**src/rtl/lrcf_pkg.sv**
```systemverilog
// Shared types and constants for the LED ring frame buffer with blinking cursor.
// Used by lrcf_ctrl, lrcf_datapath and led_ring_cursor_framebuffer; no dependencies.
package lrcf_pkg;

    localparam int PIXEL_COUNT_DEF = 12;

    // Field widths
    localparam int OP_W      = 3;
    localparam int IDX_IN_W  = 7;
    localparam int COLOUR_W  = 24;
    localparam int DIR_W     = 2;
    localparam int NUM_W     = 6;
    localparam int PERIOD_W  = 16;
    localparam int CFG_IDX_W = 1;

    localparam int PHASE_STEPS = 4;
    localparam int PHASE_W     = $clog2(PHASE_STEPS);

    localparam logic [COLOUR_W-1:0] GREY_COLOUR  = 24'h404040;
    localparam logic [COLOUR_W-1:0] BLACK_COLOUR = 24'h000000;
    localparam logic [PERIOD_W-1:0] BLINK_PERIOD_RESET = 16'd500;

    // Operation codes
    localparam logic [OP_W-1:0] OP_TICK       = 3'd0;
    localparam logic [OP_W-1:0] OP_SET_PIXEL  = 3'd1;
    localparam logic [OP_W-1:0] OP_FILL       = 3'd2;
    localparam logic [OP_W-1:0] OP_SET_CURSOR = 3'd3;
    localparam logic [OP_W-1:0] OP_MOVE       = 3'd4;

    // Configuration register indexes
    localparam logic [CFG_IDX_W-1:0] CFG_BLINK_PERIOD = 1'd0;
    localparam logic [CFG_IDX_W-1:0] CFG_TOP_OFFSET   = 1'd1;

    // Controller to datapath
    typedef struct packed {
        logic exec;        // input transaction accepted this cycle
        logic scan_issue;  // read the next pixel of a scan
    } ctrl_cmd_t;

    // Datapath to controller
    typedef struct packed {
        logic tick_scan;   // a tick now would start a scan
        logic s1_busy;     // read stage holds a pixel
        logic s1_free;     // read stage can take a pixel this cycle
        logic out_free;    // output register can take a result this cycle
        logic scan_at_end; // scan address is on the last pixel
    } dp_status_t;

endpackage

```
**src/rtl/led_ring_cursor_framebuffer.sv**
```systemverilog
// Top level of the LED ring frame buffer with blinking cursor.
// Joins lrcf_ctrl and lrcf_datapath; depends on lrcf_pkg.
//
// Usage:
//   s_* channel carries commands: tick, set pixel, fill, set cursor, move cursor.
//   m_* channel returns results: one status per move (m_kind 0, m_last 1), and
//   PIXEL_COUNT scanned-out pixels (m_kind 1) on a tick that follows a change
//   or that advances the blink phase, in physical order, m_last on the final one.
//   cfg_* writes blink_period (index 0) and top_offset (index 1); always ready,
//   to be written only while the block is idle.
// Flow:
//   A move status is on m_* the cycle after its transaction. A scanning tick
//   passes its pixels through the read stage and the output register, one pixel
//   per cycle while m_ready is high, from the pixel memory's single read port;
//   the next command is taken once the last pixel is in the output register
//   and leaving it. Other commands are taken one per cycle while the output is free.
// Reset (aresetn low, synchronous): all pixels black, cursor off, blink_period
//   500, top_offset 0, and the first tick scans out the whole ring.
// Stall: with m_ready low the output register and the read stage hold their
//   pixels and the scan pauses; nothing is dropped.
module led_ring_cursor_framebuffer #(
    parameter int PIXEL_COUNT = lrcf_pkg::PIXEL_COUNT_DEF
) (
    input  logic                                   aclk,
    input  logic                                   aresetn,
    input  logic                                   s_valid,
    output logic                                   s_ready,
    input  logic [lrcf_pkg::OP_W-1:0]              s_operation,
    input  logic signed [lrcf_pkg::IDX_IN_W-1:0]   s_index,
    input  logic [lrcf_pkg::COLOUR_W-1:0]          s_colour,
    input  logic signed [lrcf_pkg::DIR_W-1:0]      s_direction,
    output logic                                   m_valid,
    input  logic                                   m_ready,
    output logic                                   m_kind,
    output logic [lrcf_pkg::NUM_W-1:0]             m_pixel_number,
    output logic [lrcf_pkg::COLOUR_W-1:0]          m_pixel_colour,
    output logic                                   m_last,
    output logic                                   m_moved,
    output logic                                   m_cursor_on,
    output logic [lrcf_pkg::NUM_W-1:0]             m_cursor_display_index,
    input  logic                                   cfg_valid,
    output logic                                   cfg_ready,
    input  logic [lrcf_pkg::CFG_IDX_W-1:0]         cfg_index,
    input  logic [lrcf_pkg::PERIOD_W-1:0]          cfg_data
);

    lrcf_pkg::ctrl_cmd_t  cmd;
    lrcf_pkg::dp_status_t status;

    assign cfg_ready = 1'b1;

    lrcf_ctrl u_ctrl (
        .aclk        (aclk),
        .aresetn     (aresetn),
        .s_valid     (s_valid),
        .s_operation (s_operation),
        .s_ready     (s_ready),
        .status      (status),
        .cmd         (cmd)
    );

    lrcf_datapath #(
        .PIXEL_COUNT (PIXEL_COUNT)
    ) u_datapath (
        .aclk                   (aclk),
        .aresetn                (aresetn),
        .cmd                    (cmd),
        .status                 (status),
        .s_operation            (s_operation),
        .s_index                (s_index),
        .s_colour               (s_colour),
        .s_direction            (s_direction),
        .cfg_valid              (cfg_valid),
        .cfg_index              (cfg_index),
        .cfg_data               (cfg_data),
        .m_valid                (m_valid),
        .m_ready                (m_ready),
        .m_kind                 (m_kind),
        .m_pixel_number         (m_pixel_number),
        .m_pixel_colour         (m_pixel_colour),
        .m_last                 (m_last),
        .m_moved                (m_moved),
        .m_cursor_on            (m_cursor_on),
        .m_cursor_display_index (m_cursor_display_index)
    );

endmodule

```
**src/rtl/lrcf_ctrl.sv**
```systemverilog
// Controller for the LED ring frame buffer: idle/scan state machine that
// accepts input transactions and paces the scan-out. Depends on lrcf_pkg.
module lrcf_ctrl (
    input  logic                         aclk,
    input  logic                         aresetn,
    input  logic                         s_valid,
    input  logic [lrcf_pkg::OP_W-1:0]    s_operation,
    output logic                         s_ready,
    input  lrcf_pkg::dp_status_t         status,
    output lrcf_pkg::ctrl_cmd_t          cmd
);

    localparam logic ST_IDLE = 1'b0;
    localparam logic ST_SCAN = 1'b1;

    logic state_reg;
    logic state_next;

    always_comb begin
        s_ready        = (state_reg == ST_IDLE) && !status.s1_busy && status.out_free;
        cmd.exec       = s_valid && s_ready;
        cmd.scan_issue = (state_reg == ST_SCAN) && status.s1_free;
        state_next     = state_reg;
        unique case (state_reg)
            ST_IDLE: begin
                if (cmd.exec && s_operation == lrcf_pkg::OP_TICK && status.tick_scan) begin
                    state_next = ST_SCAN;
                end
            end
            ST_SCAN: begin
                if (cmd.scan_issue && status.scan_at_end) begin
                    state_next = ST_IDLE;
                end
            end
            default: state_next = ST_IDLE;
        endcase
    end

    always_ff @(posedge aclk) begin
        if (!aresetn) begin
            state_reg <= ST_IDLE;
        end else begin
            state_reg <= state_next;
        end
    end

endmodule

```
**src/rtl/lrcf_datapath.sv**
```systemverilog
// Datapath for the LED ring frame buffer: pixel memory, cursor and blink state,
// configuration registers, scan read stage and output register. Depends on lrcf_pkg.
module lrcf_datapath #(
    parameter int PIXEL_COUNT = lrcf_pkg::PIXEL_COUNT_DEF
) (
    input  logic                                   aclk,
    input  logic                                   aresetn,
    input  lrcf_pkg::ctrl_cmd_t                    cmd,
    output lrcf_pkg::dp_status_t                   status,
    input  logic [lrcf_pkg::OP_W-1:0]              s_operation,
    input  logic signed [lrcf_pkg::IDX_IN_W-1:0]   s_index,
    input  logic [lrcf_pkg::COLOUR_W-1:0]          s_colour,
    input  logic signed [lrcf_pkg::DIR_W-1:0]      s_direction,
    input  logic                                   cfg_valid,
    input  logic [lrcf_pkg::CFG_IDX_W-1:0]         cfg_index,
    input  logic [lrcf_pkg::PERIOD_W-1:0]          cfg_data,
    output logic                                   m_valid,
    input  logic                                   m_ready,
    output logic                                   m_kind,
    output logic [lrcf_pkg::NUM_W-1:0]             m_pixel_number,
    output logic [lrcf_pkg::COLOUR_W-1:0]          m_pixel_colour,
    output logic                                   m_last,
    output logic                                   m_moved,
    output logic                                   m_cursor_on,
    output logic [lrcf_pkg::NUM_W-1:0]             m_cursor_display_index
);

    localparam int IdxW   = (PIXEL_COUNT > 1) ? $clog2(PIXEL_COUNT) : 1;
    localparam int SumW   = IdxW + 1;
    localparam int OffCnt = 2 ** lrcf_pkg::NUM_W;
    localparam logic [IdxW-1:0] LastIdx = IdxW'(PIXEL_COUNT - 1);
    localparam logic [SumW-1:0] CountS  = SumW'(PIXEL_COUNT);

    // Offset reduced modulo the ring size, one entry per possible offset
    logic [IdxW-1:0] top_mod_lut [OffCnt];
    for (genvar g = 0; g < OffCnt; g++) begin : g_top_mod
        assign top_mod_lut[g] = IdxW'(g % PIXEL_COUNT);
    end

    logic [lrcf_pkg::PERIOD_W-1:0] period_reg;
    logic [IdxW-1:0]               top_eff_reg;
    logic [lrcf_pkg::COLOUR_W-1:0] fill_colour_reg;
    logic [PIXEL_COUNT-1:0]        entry_valid_reg;
    logic                          cursor_en_reg;
    logic [IdxW-1:0]               cursor_phys_reg;
    logic [lrcf_pkg::PERIOD_W-1:0] timer_reg;
    logic [lrcf_pkg::PHASE_W-1:0]  phase_reg;
    logic                          changed_reg;
    logic [IdxW-1:0]               scan_addr_reg;

    logic [lrcf_pkg::COLOUR_W-1:0] pixel_mem [PIXEL_COUNT];
    logic [lrcf_pkg::COLOUR_W-1:0] rd_data_reg;
    logic                          s1_valid_reg;
    logic                          s1_hit_reg;
    logic [IdxW-1:0]               s1_num_reg;
    logic                          s1_last_reg;

    logic                          out_valid_reg;
    logic                          out_kind_reg;
    logic [lrcf_pkg::NUM_W-1:0]    out_num_reg;
    logic [lrcf_pkg::COLOUR_W-1:0] out_colour_reg;
    logic                          out_last_reg;
    logic                          out_moved_reg;
    logic                          out_cursor_on_reg;
    logic [lrcf_pkg::NUM_W-1:0]    out_disp_reg;

    logic                          idx_in_range;
    logic [IdxW-1:0]               idx_disp;
    logic [SumW-1:0]               phys_sum;
    logic [IdxW-1:0]               idx_phys;
    logic                          move_ok;
    logic [IdxW-1:0]               cursor_step;
    logic [IdxW-1:0]               cursor_after;
    logic [SumW-1:0]               disp_sum;
    logic [IdxW-1:0]               cursor_disp;
    logic [lrcf_pkg::PERIOD_W-1:0] timer_inc;
    logic                          period_hit;
    logic                          mem_we;
    logic                          out_load;
    logic                          move_exec;
    logic                          cursor_hit;
    logic [lrcf_pkg::COLOUR_W-1:0] base_colour;
    logic [lrcf_pkg::COLOUR_W-1:0] scan_colour;

    always_comb begin
        // Display index to physical pixel
        idx_in_range = !s_index[lrcf_pkg::IDX_IN_W-1] &&
                       ($unsigned(s_index) < lrcf_pkg::IDX_IN_W'(PIXEL_COUNT));
        idx_disp     = s_index[IdxW-1:0];
        phys_sum     = {1'b0, idx_disp} + {1'b0, top_eff_reg};
        idx_phys     = (phys_sum >= CountS) ? IdxW'(phys_sum - CountS) : IdxW'(phys_sum);

        // One step around the ring; direction -2 counts as anticlockwise
        move_ok = cursor_en_reg && (s_direction != '0);
        if (s_direction == lrcf_pkg::DIR_W'(1)) begin
            cursor_step = (cursor_phys_reg == LastIdx) ? '0 : cursor_phys_reg + 1'b1;
        end else begin
            cursor_step = (cursor_phys_reg == '0) ? LastIdx : cursor_phys_reg - 1'b1;
        end
        cursor_after = move_ok ? cursor_step : cursor_phys_reg;
        disp_sum     = {1'b0, cursor_after} + CountS - {1'b0, top_eff_reg};
        cursor_disp  = (disp_sum >= CountS) ? IdxW'(disp_sum - CountS) : IdxW'(disp_sum);

        // Blink timer saturates at its top value
        timer_inc  = (timer_reg == '1) ? timer_reg : timer_reg + 1'b1;
        period_hit = cursor_en_reg && (timer_inc >= period_reg);

        mem_we    = cmd.exec && (s_operation == lrcf_pkg::OP_SET_PIXEL) && idx_in_range;
        move_exec = cmd.exec && (s_operation == lrcf_pkg::OP_MOVE);

        status.tick_scan   = changed_reg || period_hit;
        status.s1_busy     = s1_valid_reg;
        status.out_free    = !out_valid_reg || m_ready;
        out_load           = s1_valid_reg && status.out_free;
        status.s1_free     = !s1_valid_reg || out_load;
        status.scan_at_end = (scan_addr_reg == LastIdx);

        // Cursor overlay during blink phase 0
        base_colour = s1_hit_reg ? rd_data_reg : fill_colour_reg;
        cursor_hit  = cursor_en_reg && (s1_num_reg == cursor_phys_reg) && (phase_reg == '0);
        if (cursor_hit) begin
            scan_colour = (base_colour != '0) ? lrcf_pkg::BLACK_COLOUR
                                              : lrcf_pkg::GREY_COLOUR;
        end else begin
            scan_colour = base_colour;
        end
    end

    // Configuration, cursor and blink state
    always_ff @(posedge aclk) begin
        if (!aresetn) begin
            period_reg      <= lrcf_pkg::BLINK_PERIOD_RESET;
            top_eff_reg     <= '0;
            fill_colour_reg <= lrcf_pkg::BLACK_COLOUR;
            entry_valid_reg <= '0;
            cursor_en_reg   <= 1'b0;
            cursor_phys_reg <= '0;
            timer_reg       <= '0;
            phase_reg       <= '0;
            changed_reg     <= 1'b1;
        end else begin
            if (cfg_valid) begin
                unique case (cfg_index)
                    lrcf_pkg::CFG_BLINK_PERIOD: period_reg <= cfg_data;
                    lrcf_pkg::CFG_TOP_OFFSET:
                        top_eff_reg <= top_mod_lut[cfg_data[lrcf_pkg::NUM_W-1:0]];
                    default: ;
                endcase
            end
            if (cmd.exec) begin
                unique case (s_operation)
                    lrcf_pkg::OP_TICK: begin
                        if (changed_reg) begin
                            timer_reg <= '0;
                            phase_reg <= '0;
                        end else if (cursor_en_reg) begin
                            if (period_hit) begin
                                timer_reg <= '0;
                                phase_reg <= phase_reg + 1'b1;
                            end else begin
                                timer_reg <= timer_inc;
                            end
                        end
                        // a scan, if any, clears the flag
                        changed_reg <= 1'b0;
                    end
                    lrcf_pkg::OP_SET_PIXEL: begin
                        if (idx_in_range) begin
                            entry_valid_reg[idx_phys] <= 1'b1;
                            changed_reg               <= 1'b1;
                        end
                    end
                    lrcf_pkg::OP_FILL: begin
                        // invalid entries read as the fill colour
                        entry_valid_reg <= '0;
                        fill_colour_reg <= s_colour;
                        changed_reg     <= 1'b1;
                    end
                    lrcf_pkg::OP_SET_CURSOR: begin
                        if (s_index[lrcf_pkg::IDX_IN_W-1]) begin
                            cursor_en_reg <= 1'b0;
                            changed_reg   <= 1'b1;
                        end else if (idx_in_range) begin
                            cursor_en_reg   <= 1'b1;
                            cursor_phys_reg <= idx_phys;
                            changed_reg     <= 1'b1;
                        end
                    end
                    lrcf_pkg::OP_MOVE: begin
                        if (move_ok) begin
                            cursor_phys_reg <= cursor_step;
                            changed_reg     <= 1'b1;
                        end
                    end
                    default: ;
                endcase
            end
        end
    end

    // Pixel memory: one write port, one registered read port
    always_ff @(posedge aclk) begin
        if (mem_we) begin
            pixel_mem[idx_phys] <= s_colour;
        end
        if (cmd.scan_issue) begin
            rd_data_reg <= pixel_mem[scan_addr_reg];
        end
    end

    // Scan address and read stage
    always_ff @(posedge aclk) begin
        if (!aresetn) begin
            scan_addr_reg <= '0;
            s1_valid_reg  <= 1'b0;
        end else begin
            if (cmd.exec) begin
                scan_addr_reg <= '0;
            end else if (cmd.scan_issue) begin
                scan_addr_reg <= scan_addr_reg + 1'b1;
            end
            if (cmd.scan_issue) begin
                s1_valid_reg <= 1'b1;
            end else if (out_load) begin
                s1_valid_reg <= 1'b0;
            end
        end
    end

    always_ff @(posedge aclk) begin
        if (cmd.scan_issue) begin
            s1_hit_reg  <= entry_valid_reg[scan_addr_reg];
            s1_num_reg  <= scan_addr_reg;
            s1_last_reg <= (scan_addr_reg == LastIdx);
        end
    end

    // Output register
    always_ff @(posedge aclk) begin
        if (!aresetn) begin
            out_valid_reg <= 1'b0;
        end else if (out_load || move_exec) begin
            out_valid_reg <= 1'b1;
        end else if (m_ready) begin
            out_valid_reg <= 1'b0;
        end
    end

    always_ff @(posedge aclk) begin
        if (out_load) begin
            out_kind_reg      <= 1'b1;
            out_num_reg       <= lrcf_pkg::NUM_W'(s1_num_reg);
            out_colour_reg    <= scan_colour;
            out_last_reg      <= s1_last_reg;
            out_moved_reg     <= 1'b0;
            out_cursor_on_reg <= 1'b0;
            out_disp_reg      <= '0;
        end else if (move_exec) begin
            out_kind_reg      <= 1'b0;
            out_num_reg       <= '0;
            out_colour_reg    <= '0;
            out_last_reg      <= 1'b1;
            out_moved_reg     <= move_ok;
            out_cursor_on_reg <= cursor_en_reg;
            out_disp_reg      <= cursor_en_reg ? lrcf_pkg::NUM_W'(cursor_disp) : '0;
        end
    end

    assign m_valid                = out_valid_reg;
    assign m_kind                 = out_kind_reg;
    assign m_pixel_number         = out_num_reg;
    assign m_pixel_colour         = out_colour_reg;
    assign m_last                 = out_last_reg;
    assign m_moved                = out_moved_reg;
    assign m_cursor_on            = out_cursor_on_reg;
    assign m_cursor_display_index = out_disp_reg;

    a_no_load_collision: assert property (@(posedge aclk) disable iff (!aresetn)
        out_load |-> !cmd.exec)
        else $error("scan pixel and status result loaded together");

    a_read_stage_holds: assert property (@(posedge aclk) disable iff (!aresetn)
        s1_valid_reg && !status.out_free |=> s1_valid_reg && $stable(s1_num_reg))
        else $error("stalled scan pixel lost");

    a_cursor_on_ring: assert property (@(posedge aclk) disable iff (!aresetn)
        cursor_phys_reg <= LastIdx)
        else $error("cursor off the ring");

    a_fill_clears: assert property (@(posedge aclk) disable iff (!aresetn)
        cmd.exec && s_operation == lrcf_pkg::OP_FILL |=> entry_valid_reg == '0)
        else $error("fill left stored pixels visible");

endmodule
```
**config.mk**
```make
export PLATFORM = sky130hd
export DESIGN_NAME = led_ring_cursor_framebuffer
export DESIGN_NICKNAME = d
export VERILOG_FILES = /design/src/rtl/lrcf_pkg.sv /design/src/rtl/led_ring_cursor_framebuffer.sv /design/src/rtl/lrcf_ctrl.sv /design/src/rtl/lrcf_datapath.sv
export SDC_FILE = /design/constraint.sdc
export NUM_CORES = 1
export LEC_CHECK = 0
export ABC_AREA = 1
export BUFFER_PORTS_ARGS = -buffer_cell sky130_fd_sc_hd__buf_4
export CORE_AREA = 3 3 329 201
export CTS_CLUSTER_DIAMETER = 30
export DETAILED_ROUTE_END_ITERATION = 10
export DIE_AREA = 0 0 332 204
export GPL_TIMING_DRIVEN = 0
export PLACE_DENSITY = 0.49
export SYNTH_ARGS = -nofsm -noshare
export SYNTH_HDL_FRONTEND = slang
export SYNTH_SLANG_ARGS = --single-unit
```
**constraint.sdc**
```tcl
create_clock -name aclk -period 5.1 [get_ports aclk]
set_input_delay 0.765 -clock aclk [delete_from_list [all_inputs] [get_ports aclk]]
set_output_delay 0.765 -clock aclk [all_outputs]
set_load 0.05 [all_outputs]
```
; After elaboration in Yosys (flattened, before gate mapping)
; Memory sizes are Yosys's and may differ from the RTL's. A register that Yosys moved wholly into a read port is not among the register bits.
; Cells that the tools add are included.
[word_totals]
n_memories = 2
input_bits = 58
mem_bits_ro = 256
output_inout_bits = 43
register_bits = 127
word_cells = 155
mem_bits_rw = 288
[memory_table]
columns = memory, words, width, read_ports, rd_ports_with_merged_regs, wr, line
row1 = u_datapath.pixel_mem, 12, 24, 1, 1, 1, lrcf_datapath.sv:51  ; logic [lrcf_pkg::COLOUR_W-1:0] pixel_mem [PIXEL_COUNT];
row2 = (no name shown), 64, 4, 1, 1, 0, lrcf_datapath.sv:146  ; top_eff_reg <= top_mod_lut[cfg_data[lrcf_pkg::NUM_W-1:0]];
[op_classes]
bitwise_logic = 5
reduce_logical = 49
n_eq_ne = 13
n_mux = 47
addsub = 10
n_lt_le_gt_ge = 7
[op_table]
columns = cell, n
row1 = 24-bit 2-to-1 mux, 4
row2 = 16-bit 2-to-1 mux, 4
row3 = 4-bit 2-to-1 mux, 11
row4 = 12-bit one-hot mux with 2 select lines, 1
row5 = 24-bit nonzero test, 1
row6 = 23-bit 2-to-1 mux, 1
row7 = 2-bit nonzero test, 9
row8 = 1-bit logical AND, 17
row9 = 1-bit 2-to-1 mux, 17
row10 = "16-bit by 1-bit adder with 16-bit output, second input constant", 1
row11 = "16-bit == test, second input constant", 1
row12 = 16-bit >= comparator, 1
row13 = 12-bit 2-to-1 mux, 1
row14 = 12-bit bitwise OR, 1
row15 = 3-bit AND reduction, 4
row16 = "5-bit by 4-bit >= comparator with 1-bit output, second input constant", 2
row17 = "4-bit by 5-bit < comparator with 1-bit output, second input constant", 2
row18 = "4-bit by 1-bit adder with 4-bit output, second input constant", 2
row19 = "4-bit == test, second input constant", 2
row20 = 4-bit one-hot mux with 2 select lines, 1
row21 = 4-bit AND reduction, 2
row22 = "4-bit subtractor, second input constant", 2
row23 = "7-bit by 4-bit < comparator with 1-bit output, second input constant", 1
row24 = 6-bit inverter with 7-bit output, 1
row25 = 27 further kinds, 42

; Depth between registers and ports, before layout
[logic_depth]
depth_word = 10
ltp_mapped = 21
mapped_depth_nobuf = 21

; By module
; From an unflattened synthesis, not the netlist that was laid out.
[hier_totals]
cells_unflattened = 1846
area_unflattened_um2 = 19050.8
[by_module_without_submodules]
columns = module, area_each_um2, cells_per_inst, seq_area_each_um2, n_inst
row1 = lrcf_datapath, 18958.2, 1828, 12281.8, 1
row2 = lrcf_ctrl, 81.3, 16, 20.0, 1
row3 = led_ring_cursor_framebuffer, 11.3, 2, 0.0, 1

; Least setup slack after synthesis
; No wires, ideal clock.
[synth_timing]
path_kind = input to register
start = in s_index[0] (netlist name)
end = mem u_datapath.pixel_mem[5][0] (netlist name), enable pin
stages = 12
slack_ns = -0.095
required_time_ns = 4.634
t_arrival_ns = 4.729
cell_sequence = ha_1 -> fa_1 -> xor2_1 -> ha_1 -> nand2_1 -> nand2_1 -> nor2_2 -> nand2_1 -> nand2_2 -> buf_4 -> nand2_4 -> nor4_1
[synth_between]
elab_chain_cells = 5
[synth_rtl]
columns = element, line
row1 = from (decl), led_ring_cursor_framebuffer.sv:29  ; input logic signed [lrcf_pkg::IDX_IN_W-1:0] s_index,
row2 = "parallel branches: the longest is 5 deep, another holds 4-bit by 4-bit adder with 5-bit output", -
row3 = to (decl), lrcf_datapath.sv:51
; Parallel ways; which one is timed is not known.

; Worst setup path after layout
[layout_timing]
start = reg u_datapath.top_eff_reg[0]
end = mem u_datapath.pixel_mem[6][10] (netlist name), enable pin
[layout_between]
elab_chain_cells = 3
[layout_rtl]
columns = element, line
row1 = from (decl), lrcf_datapath.sv:41  ; logic [IdxW-1:0] top_eff_reg;
row2 = 4-bit by 4-bit adder with 5-bit output (*), lrcf_datapath.sv:90  ; phys_sum = {1'b0, idx_disp} + {1'b0, top_eff_reg};
row3 = 4-bit subtractor / 5-bit by 4-bit >= comparator with 1-bit output (equally long branches), lrcf_datapath.sv:91  ; idx_phys = (phys_sum >= CountS) ? IdxW'(phys_sum - CountS) : IdxW'(phys_sum);
row4 = 4-bit 2-to-1 mux (*), lrcf_datapath.sv:91
; Mark *: on every way between the ends. The rest lies on a longest branch, timed or not.

==> impl_metrics.env <==
export IMPL_multiInputGateArea_um2=5760
export IMPL_setup_ws_ps=1190
export IMPL_largest_reg_flops=288
export IMPL_wl_per_cell_um=20.6
export IMPL_dp_hpwl_mm=42.1
export IMPL_r2r_slack_ps=1190
export IMPL_syn_cell_area_um2=18900
export IMPL_cts_tree="done"
export IMPL_n_antenna_cell=0
export IMPL_finalCritPeriodShare_pct=76.7
export IMPL_slew_headroom_pct=25.6
export IMPL_wl_mm=60.0
export IMPL_track_usage_pct=17.5
export IMPL_grt_pass1_vias=13603
export IMPL_drc=0
export IMPL_wl_met1_mm=30.5
export IMPL_grt_pass1_wl_mm=88.7
export IMPL_rows=71
export IMPL_dp_worst_setup_slack_ps=828
export IMPL_wl_met3_mm=5.63
export IMPL_dieHeight_um=204
export IMPL_worstMarginPinSlew_ps=1120
export IMPL_worstPathArrival_ps=4200
export IMPL_nets=2096
export IMPL_path_class="reg -> reg"
export IMPL_tns_ps=0
export IMPL_overflow=0
export IMPL_maxCapViolCount=0
export IMPL_final_max_slew_viol_count=0
export IMPL_finalHoldViolCount=0
export IMPL_yosysWarningCount=0
export IMPL_via_per_inst=4.90
export IMPL_vias=14230
export IMPL_fillers=6164
export IMPL_dr_wl_met2_mm=22.9
export IMPL_numCtsBuffers=81
export IMPL_drt_antenna_violating_nets=0
export IMPL_power_leakage_nw=8.91
export IMPL_yosysSeqAreaShare_pct=65.0
export IMPL_synthDistinctLibCells=41
export IMPL_finClkSkew_ps=25.8
export IMPL_grt_max_degree=35
export IMPL_antenna_found_initial=0
export IMPL_peakVddDrop_mv=0.240
export IMPL_hold_class="in -> reg"
export IMPL_cts_setup_buffers=0
export IMPL_die_w_um=332
export IMPL_area_delta_synth_final_pct=25.7
export IMPL_startpoint_type="register"
export IMPL_highest_layer="met4"
export IMPL_outcome="finished, final reports clean"
export IMPL_regArea_um2=12300
export IMPL_die_area_um2=67700
export IMPL_clkLatencyLatePin_ps=610
export IMPL_place_congestion=0.846
export IMPL_drtPass1Iterations=6
export IMPL_top_register="u_datapath.pixel_mem"
export IMPL_crit_fanout=10
export IMPL_io_buffers=95
export IMPL_synth_ff_latch_count=441
export IMPL_p_per_area_nw_per_um2=418
export IMPL_rsz0062_at_grt="false"
export IMPL_cts_sinks=441
export IMPL_period_needed_ps=3910
export IMPL_syn_avg_cell_area_um2=10.5
export IMPL_max_freq_mhz=256
export IMPL_setup_violations=0
export IMPL_path_clk_slew_ps=50
export IMPL_drive_gt1_share_pct=16.0
export IMPL_cp_required_ps=5390
export IMPL_clock_path_buffers=3
export IMPL_postCtsHoldBufs=0
export IMPL_cts_resized=0
export IMPL_timing_hold_ws_ps=385
export IMPL_htreeDepth=3
export IMPL_cts_root_buf="clkbuf_16"
export IMPL_dr_first_iter_drc_count=1420
export IMPL_syn_inst=1798
export IMPL_end_kind="register"
export IMPL_initial_core_util_pct=30.1
export IMPL_io_pins=101
export IMPL_coreArea_um2=62900
-- per-layer routing --
metal	GRT usage, %	vias up
met5	0	-
met4	4.48	0
met3	5.77	76
met2	22.9	552
met1	27.2	6895
li1	-	6707
-- cells in the final DEF, fill, tap and decap left out, drive strengths merged --
cell type	count
edfxtp	347
nor2	324
nand2	241
o21ai	231
buf	161
inv	155
clkbuf	144
dfxtp	94
a21oi	70
nand3	56
o22ai	38
ha	36
o221ai	22
clkinv	22
a31oi	16
nand4	15
xor2	14
mux2i	14
o211ai	12
clkinvlp	11
bufinv	8
nor4	7
o21a	6
or2	5
conb	5
nor3	4
and2	2
a211oi	2
a21o	2
fa	2
xnor2	1
nand3b	1
-- cells in the mapped netlist, drive strengths merged --
master / count / area share [%]
buf: 45 / 1.3
xor2: 14 / 0.65
a21oi: 70 / 1.9
inv: 140 / 2.8
nor2: 324 / 6.7
a211oi: 2 / 0.079
nor4: 7 / 0.34
o21a: 6 / 0.24
a31oi: 16 / 0.53
conb: 2 / 0.040
ha: 36 / 2.4
nand3b: 1 / 0.040
o21ai: 231 / 6.1
xnor2: 1 / 0.046
o22ai: 38 / 1.3
or2: 5 / 0.17
a21o: 2 / 0.079
nand2: 241 / 4.9
edfxtp: 347 / 55
o211ai: 12 / 0.48
nor3: 4 / 0.11
dfxtp: 94 / 9.9
and2: 2 / 0.066
clkinv: 1 / 0.020
mux2i: 14 / 0.74
nand4: 15 / 0.50
o221ai: 22 / 1.0
nand3: 56 / 1.5
clkbuf: 48 / 0.95
fa: 2 / 0.21
-- worst paths after layout --
path / startpoint / endpoint / cells past startpoint
hold reg to reg: u_datapath.entry_valid_reg[4] / u_datapath.entry_valid_reg[4] / 2
hold / removal: s_index[6] / u_datapath.cursor_en_reg / 2
setup reg to reg: u_datapath.top_eff_reg[0] / u_datapath.pixel_mem[6][10] / 13
setup / recovery: u_datapath.top_eff_reg[0] / u_datapath.pixel_mem[6][10] / 13
-- per-stage QoR --
stage	std cells	total power, W	area, um^2	util, %
after CTS	2907	0.0100	23800	37.8
after global routing	2907	0.0103	23800	37.8
final	2907	0.00995	23800	37.8
after global placement	2735	0.00455	20700	32.9
after floorplan	1801	0.00434	18900	-
after detailed placement	2756	0.00457	21000	33.4
-- critical path, cell delays in order, from the launching register on --
cell	delay [ps]
dfxtp_1	460
ha_1	260
fa_1	610
nor2_2	330
nand2_1	100
nand2_1	110
nor2_2	60
nand2_1	70
nand2_1	60
nand2_2	90
buf_4	210
nand2_4	90
nor4_2	800
buf_4	340
-- logic make-up after synthesis --
logic type | share of synthesized area [%]
buf+inv | 5.06
other cells | 0.0397
flops | 65.0
simple gates | 14.2
fa+ha+maj | 2.59
xor+xnor | 0.694
compound gates | 11.6
mux | 0.740
-- power breakdown --
| part | internal (W) | total [W] | leakage, nW | switching, W |
|---|---|---|---|---|
| clock | 0.00350 | 0.00543 | 1.34 | 0.00193 |
| sequential | 0.00392 | 0.00395 | 3.90 | 0.0000262 |
| combinational | 0.000166 | 0.000567 | 3.67 | 0.000402 |
| total | 0.00759 | 0.00995 | 8.91 | 0.00236 |
-- area by class of cell --
class                      instances  share of cell area (%)
sequential                       441                    51.7
multi-input combinational       1126                    24.2
clock buffer                      96                    9.11
tap                              839                    4.41
timing repair buffer             116                    3.84
clock inverter                    55                    2.66
inverter                         141                    2.23
buffer                            93                    1.80
Note: power is estimated with default switching activity, not from simulation.
